**config.mk**
```make
export PLATFORM = sky130hd
export DESIGN_NAME = sltbl_ram
export DESIGN_NICKNAME = d
export VERILOG_FILES = /design/src/rtl/sltbl_ram.sv
export SDC_FILE = /design/constraint.sdc
export NUM_CORES = 1
export LEC_CHECK = 0
export ABC_AREA = 1
export BUFFER_PORTS_ARGS = -buffer_cell sky130_fd_sc_hd__buf_2
export CORE_ASPECT_RATIO = 0.5
export CORE_MARGIN = 10
export CORE_UTILIZATION = 25
export CTS_CLUSTER_DIAMETER = 50
export DETAILED_ROUTE_END_ITERATION = 16
export GPL_TIMING_DRIVEN = 0
export HOLD_SLACK_MARGIN = 0.08
export PLACE_DENSITY = 0.39
export RECOVER_POWER = 100
export REMOVE_ABC_BUFFERS = 1
export SLEW_MARGIN = 15
export SYNTH_ARGS = -nofsm -noshare
export SYNTH_HDL_FRONTEND = slang
export SYNTH_SLANG_ARGS = --single-unit
```
**constraint.sdc**
```tcl
create_clock -name clk -period 1.7 [get_ports clk]
set_input_delay 0.085 -clock clk [delete_from_list [all_inputs] [get_ports clk]]
set_output_delay 0.085 -clock clk [all_outputs]
set_load 0.02 [all_outputs]
```
**src/rtl/sltbl_ram.sv**
```systemverilog
// ----------------------------------------------------------------------------
// sltbl_ram
// generic single write port, single read port ram with registered read
// ----------------------------------------------------------------------------
module sltbl_ram #(
  parameter int WIDTH = 8,
  parameter int DEPTH = 16
) (
  input  logic                     clk,
  input  logic                     wr_en,
  input  logic [$clog2(DEPTH)-1:0] wr_addr,
  input  logic [WIDTH-1:0]         wr_data,
  input  logic [$clog2(DEPTH)-1:0] rd_addr,
  output logic [WIDTH-1:0]         rd_data
);

  logic [WIDTH-1:0] mem [DEPTH];

  always_ff @(posedge clk) begin
    if (wr_en) begin
      mem[wr_addr] <= wr_data;
    end
    rd_data <= mem[rd_addr];
  end

endmodule

```
==> flow_summary.ini <==
[status]
status = completed

[synthesis]
ys_ff_latch = 136
synth_area_per_cell_sq_um = 10.5
netlist_instances = 551
synth.yosys.seq_area_share = 0.694
synth_warnings = 0
synth.lib_cells_used.distinct = 12
synth_area_sq_um = 5770

[timing]
share_of_the_cycle_needed_by_the_critical_path_after_routing = 0.809
finalClockSkew_ns = 0.0101
final_hold_violating_endpoints = 0
setup_viol = 0
final_period_minus_worst_setup_slack_ns = 1.38
rsz0062_at_grt = false
setup_tns_ns = 0
finalMaxSlewViolations = 0
hold_slack_ns = 0.0962
tightestPinTransition_ns = 0.932
setup_ws_post_layout_ns = 0.324
max_freq_mhz = 727
max_slew_margin = 0.376

[floorplan]
floorplan.initialDensity = 0.254
die-width_um = 235
placement_rows = 39
fp.dieArea_sq_um = 29900
core_area_sq_um = 22700
num_io_pins = 26
chipHeight_um = 127

[detailed_routing]
first_pass_iters = 5
wire_per_inst_um = 16.1
detail_route.vias_per_cell = 4.03
detail_route.wirelength.met1_um = 6800
routed.top_layer = met4
post-route-drc-count = 0
drtAntennaViolNets = 0
drtIter0Drc = 229
routed_wirelength_um = 14400
vias = 3603
metal2_wl_um = 6930
dr_wl_met3_um = 447

[min_path]
min_path_type = in -> reg
hold-path-endpoint = rd_data[4]
worstHoldPathCells = 3
holdCritStartpoint = rd_addr[3]

[placed_design]
placed_cell_count = 859
detailedPlace.worstSlack_ns = -0.459
place.port_buffers = 25
dp_hpwl_um = 8130
gpl.final_weighted_congestion = 0.707

[final_layout]
antenna_diode_count = 0
post_route_insts_no_fill = 893
area_growth_pct = 16.2
num-fill-cells = 2381
nets = 591
final_layout_size_suffix_gt1_frac = 0.0666

[grt]
globalRouteTotalUtil = 0.0986
gr-total-overflow = 0
grt_start_max_net_pins = 66
grt_first_pass_wirelength_um = 21800
first_global_vias = 3508
antenna_found_initial = 0

[clocking]
cts_sinks = 136
h-tree-depth = 4
tritoncts = yes
clkLatencyLatePin_ns = 0.42
cts.path.max_buffers = 2
cts_buffers = 17
cts.root.buffer_cell = sky130_fd_sc_hd__clkbuf_16
clk_pin_slew_worst_paths_ns = 0.06

[worst_setup_path]
worstReg2RegStart = mem[12][3]
path_max_fanout = 65
arrival_ns = 1.67
critical_path.startpoint_type = primary input
critPathCaptureType = flip-flop
endpoint_of_the_lowest_slack_register_to_register_path = rd_data[3]
ff2ff_path_depth = 6
r2r_slack_ns = 0.56
criticalPathCategory = in -> reg
critical_path_required_ns = 2.00

[power]
pwr_density_cell_nw_per_um2 = 1180
power.static_leakage_nw = 2.75
vdd_drop_max_uv = 584

[flow_run]
drv_cap = 0
[through the flow]
step	cell area, sq um	total power, mW	utilization
floorplan	5600	4.07	-
global placement	6110	4.33	0.269
detailed placement	6110	4.33	0.269
CTS	6710	7.97	0.295
global route	6700	8.17	0.295
finish	6700	7.87	0.295
[registers in the layout, summed over array words and instances (netlist names)]
signal,count
mem,128
rd_data,8
[cells in the mapped netlist]
cell type,count,area share
sky130_fd_sc_hd__nand2_1,173,0.11
sky130_fd_sc_hd__nand3b_1,2,0.0026
sky130_fd_sc_hd__buf_6,6,0.012
sky130_fd_sc_hd__buf_1,1,0.00065
sky130_fd_sc_hd__nand3_1,97,0.084
sky130_fd_sc_hd__buf_4,4,0.0052
sky130_fd_sc_hd__inv_2,2,0.0013
sky130_fd_sc_hd__dfxtp_1,8,0.028
sky130_fd_sc_hd__buf_2,13,0.011
sky130_fd_sc_hd__edfxtp_1,128,0.67
sky130_fd_sc_hd__nor2_1,17,0.011
sky130_fd_sc_hd__inv_1,100,0.065
[critical path, cell delays in order]
cell	delay, ns
sky130_fd_sc_hd__buf_6	0.43
sky130_fd_sc_hd__inv_4	0.42
sky130_fd_sc_hd__nand2_1	0.16
sky130_fd_sc_hd__nand2_1	0.06
sky130_fd_sc_hd__nand2_1	0.06
sky130_fd_sc_hd__nand3_1	0.12
sky130_fd_sc_hd__nand3_1	0.20
sky130_fd_sc_hd__nand2_1	0.08
[logic make-up after synthesis]
kind of cell           after synthesis  synth area share
buffers and inverters              126            0.0952
and+or+nand+nor                    289             0.210
DFF                                136             0.694
[area by class of cell]
cell class                      count  area (sq um)  share of cell area
Inverter                          102           385              0.0575
Sequential cell                   136          4000               0.598
Tap cell                          307           384              0.0573
Clock buffer                       19           453              0.0676
Clock inverter                     13           129              0.0192
Timing Repair Buffer               27           130              0.0194
Multi-Input combinational cell    289          1210               0.181
[worst max path at each step]
stage                    start    endpoint  slack (ns)
floorplan           rd_addr[0]  rd_data[2]        0.63
global placement    rd_addr[0]  rd_data[4]       -1.41
detailed placement  rd_addr[1]  rd_data[3]       -0.46
CTS                 rd_addr[0]  rd_data[3]        0.07
global route        rd_addr[0]  rd_data[5]        0.18
finish              rd_addr[0]  rd_data[5]        0.32
[placed cells by master, fill, tap and decap left out, drive strengths merged]
cell	n
clkinvlp	3
nand3b	2
buf	6
dlygate4sd3	2
nand3	97
clkbuf	38
nor2	17
nand2	173
clkinv	8
inv	102
bufinv	2
edfxtp	128
dfxtp	8
[power breakdown]
part | leakage (nW) | switching, mW | internal, mW
registers | 1.22 | 0.0178 | 3.75
clock network | 0.282 | 1.41 | 2.22
logic | 1.25 | 0.358 | 0.111
[repair_timing]
action,4_1_cts,5_1_grt
hold buffers,1,1
hold endpoints to repair,3,4
setup buffers,0,0
endpoints found under the setup margin,1,6
resized for setup,1,1
[routing by layer]
metal  GRT usage  vias up
met4      0.0392        0
met5           0        -
met2       0.165       42
met1       0.122     1731
li1            -     1815
met3      0.0225       15
No activity file was read; power rests on OpenSTA's default activity.
