$ cat config.mk
export PLATFORM = sky130hd
export DESIGN_NAME = sltbl_cmp
export DESIGN_NICKNAME = d
export VERILOG_FILES = /design/src/rtl/sltbl_pkg.sv /design/src/rtl/sltbl_cmp.sv
export SDC_FILE = /design/constraint.sdc
export NUM_CORES = 1
export LEC_CHECK = 0
export ABC_AREA = 1
export BUFFER_PORTS_ARGS = -buffer_cell sky130_fd_sc_hd__buf_4
export CORE_MARGIN = 3
export CORE_UTILIZATION = 34
export DETAILED_ROUTE_END_ITERATION = 16
export PLACE_DENSITY = 0.71
export SLEW_MARGIN = 20
export SYNTH_ARGS = -nofsm -noshare
export SYNTH_HDL_FRONTEND = slang
export SYNTH_SLANG_ARGS = --single-unit
$ cat constraint.sdc
create_clock -name vclk -period 2
set_input_delay 0.4 -clock vclk [all_inputs]
set_output_delay 0.4 -clock vclk [all_outputs]
set_load 0.005 [all_outputs]
$ cat src/rtl/sltbl_pkg.sv
// ----------------------------------------------------------------------------
// sltbl_pkg
// shared types, widths and codes for the sorted leaf node table
// ----------------------------------------------------------------------------
package sltbl_pkg;

  localparam int CAPACITY = 64;
  localparam int IDX_W    = 6;
  localparam int CNT_W    = 7;
  localparam int KEY_W    = 32;
  localparam int REC_W    = 31;
  localparam int ENTRY_W  = KEY_W + REC_W + REC_W;

  // operation codes
  localparam logic [1:0] FUNC_INSERT = 2'd0;
  localparam logic [1:0] FUNC_LOCATE = 2'd1;
  localparam logic [1:0] FUNC_READ   = 2'd2;

  // status codes
  localparam logic [1:0] ST_OK   = 2'd0;
  localparam logic [1:0] ST_FULL = 2'd1;
  localparam logic [1:0] ST_NONE = 2'd2;

  // request to the shared compare unit
  typedef struct packed {
    logic signed [KEY_W-1:0] key_a;
    logic signed [KEY_W-1:0] key_b;
    logic [CNT_W-1:0]        idx_a;
    logic [CNT_W-1:0]        idx_b;
  } cmp_req_t;

  // answer from the shared compare unit
  typedef struct packed {
    logic key_lt;
    logic idx_lt;
    logic idx_eq;
  } cmp_res_t;

endpackage

$ cat src/rtl/sltbl_cmp.sv
// ----------------------------------------------------------------------------
// sltbl_cmp
// shared compare unit: signed key order and entry index order
// ----------------------------------------------------------------------------
module sltbl_cmp (
  input  sltbl_pkg::cmp_req_t req,
  output sltbl_pkg::cmp_res_t res
);

  always_comb begin
    res.key_lt = req.key_a < req.key_b;
    res.idx_lt = req.idx_a < req.idx_b;
    res.idx_eq = req.idx_a == req.idx_b;
  end

endmodule

==> run_results.csv <==
group,metric,value,unit
outcome,status,"completed",
sta,final-hold-violation-count,0,
sta,fin_crit,1950,ps
route,wl,2.62,mm
route,drtIter0Drc,14,
critical_path,cp_top_family,"compound AO/OA/AOI/OAI gates",
floorplanning,initial_core_util,0.362,
yosys,yosysMostFrequentCell,"inv_1",
cells_and_area,final_area,1880,um^2
critical_path,worst-path-max-fanout,2,
cells_and_area,seqCellArea,0,um^2
flow_run,cap_violations,0,
place,place_inst,272,
global_route,grt_pass1_wl,3.88,mm
floorplanning,core,2780,um^2
cells_and_area,diodes,0,
critical_path,cp.required,1600,ps
clock_network,post_cts_buffers,0,
sta,finalSetupViolCount,0,
critical_path,crit_buf_inv,3,
power_and_ir_drop,intPower,0.220,mW
critical_path,cp_slowest_cell,"ha_4",
yosys,synth_area_leaders,"ha_1 (47%), inv_1 (17%), nand2_1 (11%)",
place,io_buffers,81,
place,postPlaceCellArea,1660,um^2
floorplanning,ios,81,
sta,rsz0062_at_grt,"true",
power_and_ir_drop,power_density,197,nW/um^2
floorplanning,die_w,60.4,um
route,via_per_inst,4.46,
sta,period_share,0.975,
cells_and_area,drive_above_1_share,0.523,
global_route,grt_max_degree,4,
yosys,synth_commonest_cells,"inv_1 (45), ha_1 (38), nand2_1 (30)",
worst_hold_path,holdPathEnd,"res[1]",
floorplanning,rows,19,
yosys,synth_seq_area_share,0,
cells_and_area,nClkBuffers,0,
global_route,overflow,0,
place,hpwl,2.20,mm
critical_path,cp_slowest_stage_delay,200,ps
yosys,syn-num-nets,275,
yosys,netlist_instances,159,
power_and_ir_drop,p_comb_frac,1.000,
route,ant_nets,0,
worst_hold_path,whs_path_depth,4,
floorplanning,die_y,60.4,um
route,first_pass_iters,4,
critical_path,cpMostUsedCell,"nand2_1",
yosys,ys_warn_count,0,
sta,tightest_slew,258,ps
yosys,synth.distinct_cells,19,
critical_path,path_cells,"buf_4, inv_2, ha_4, a21oi_2, o21ai_1, a21o_1, a21oi_2, nand2_1, nand2_1, nand2_1, buf_4",
yosys,synthesis.area,1010,um^2
place,gp_congestion,0.692,
cells_and_area,final_cells,272,
sta,fmax,0.513,GHz
critical_path,cp-end-kind,"primary output",
yosys,synth.avg_cell_area,6.33,um^2
yosys,synth_top_area_frac,0.473,
yosys,yosysTopAreaCell,"ha_1",
route,vias,1213,
cells_and_area,synthToLayoutAreaGrowth,86.9,%
worst_hold_path,hp-start,"req[13]",
power_and_ir_drop,clkPwrFrac,0,
worst_hold_path,hold_path.class,"input port to primary output",
route,drc,0,
power_and_ir_drop,vdd.ir_drop.worst,0.156,mV
critical_path,path_class,"input port to primary output",
power_and_ir_drop,swShare,0.405,
sta,max_slew_margin,0.828,
power_and_ir_drop,power_switching,0.150,mW
critical_path,worstPathArrival,1550,ps
global_route,antenna_found_initial,0,
sta,drv_slew,0,
route,wire_per_inst,9.62,um
power_and_ir_drop,power.static_leakage,1.09,nW
critical_path,start_kind,"input port",
cells_and_area,final_nets,359,
cells_and_area,seq_cells,0,
global_route,grt_pass1_vias,1075,
floorplanning,die_area,3650,um^2
power_and_ir_drop,seqPwrFrac,0,
global_route,grtUsageTotal,0.129,
kinds of logic after synthesis:
family / after synthesis / share of synthesized area
AO/OA/AOI/OAI: 27 / 0.152
adder cells (fa/ha/maj): 38 / 0.473
buffers and inverters: 47 / 0.175
AND/OR/NAND/NOR: 47 / 0.200
placed cells by master, fill, tap and decap left out, types with 2 or more instances in the layout:
| cell | instances |
|---|---|
| a21oi_1 | 8 |
| a21oi_2 | 11 |
| buf_4 | 82 |
| ha_1 | 25 |
| ha_4 | 13 |
| inv_1 | 37 |
| inv_2 | 10 |
| nand2_1 | 28 |
| nand2_2 | 3 |
| nand3_1 | 2 |
| nand4_1 | 2 |
| nor2_1 | 6 |
| nor2_2 | 2 |
| nor3_2 | 2 |
| o21ai_1 | 5 |
per-layer routing:
| layer | track usage | share of wire |
|---|---|---|
| met2 | 0.245 | 0.50 |
| met3 | 0.00851 | 0.091 |
| met1 | 0.167 | 0.40 |
| met4 | 0 | 0 |
| met5 | 0 | 0 |
tightest hold or removal path: stages:
cell       delay, ps
buf_4             80
ha_1             140
a2111oi_2         50
buf_4            130
power by group through the flow:
stage / sequential (mW) / clock [mW] / combinational (mW)
2_1_floorplan: 0 / 0 / 0.151
3_3_place_gp: 0 / 0 / 0.303
3_5_place_dp: 0 / 0 / 0.306
4_1_cts: 0 / 0 / 0.315
5_1_grt: 0 / 0 / 0.425
6_report: 0 / 0 / 0.370
worst max-delay path by stage:
stage / from / endpoint / slack, ps / depth (start not counted)
after floorplan: req[31] / res[2] / 260 / 9
after global placement: req[35] / res[2] / -20 / 11
after detailed placement: req[35] / res[2] / -30 / 11
after CTS: req[37] / res[2] / 0.2 / 11
after global routing: req[33] / res[2] / -60 / 11
final: req[35] / res[2] / 50 / 11
cell type report:
cell class	count	area, um^2
fillers	255	901
inverters	47	176
multi-input cells	112	1050
well taps	31	38.8
repair buffers	82	616
per-stage QoR:
step,util,setup TNS (ps),worst slack (ps),hold WS [ps],power [mW]
2_1_floorplan,-,0,255,970,0.151
3_3_place_gp,0.597,-15.3,-15.3,1180,0.303
3_5_place_dp,0.597,-28.7,-28.7,1190,0.306
4_1_cts,0.607,0,0.199,1190,0.315
5_1_grt,0.676,-63.6,-63.6,1220,0.425
6_report,0.676,0,50.6,1200,0.370
repair_timing:
action / 4_1_cts / 5_1_grt
hold endpoints to repair: 0 / 0
gates resized for setup: 3 / 37
pin swaps: 4 / 10
setup endpoints to repair: 1 / 2
hold buffers: 0 / 0
Note: power is estimated with default switching activity, not from simulation.
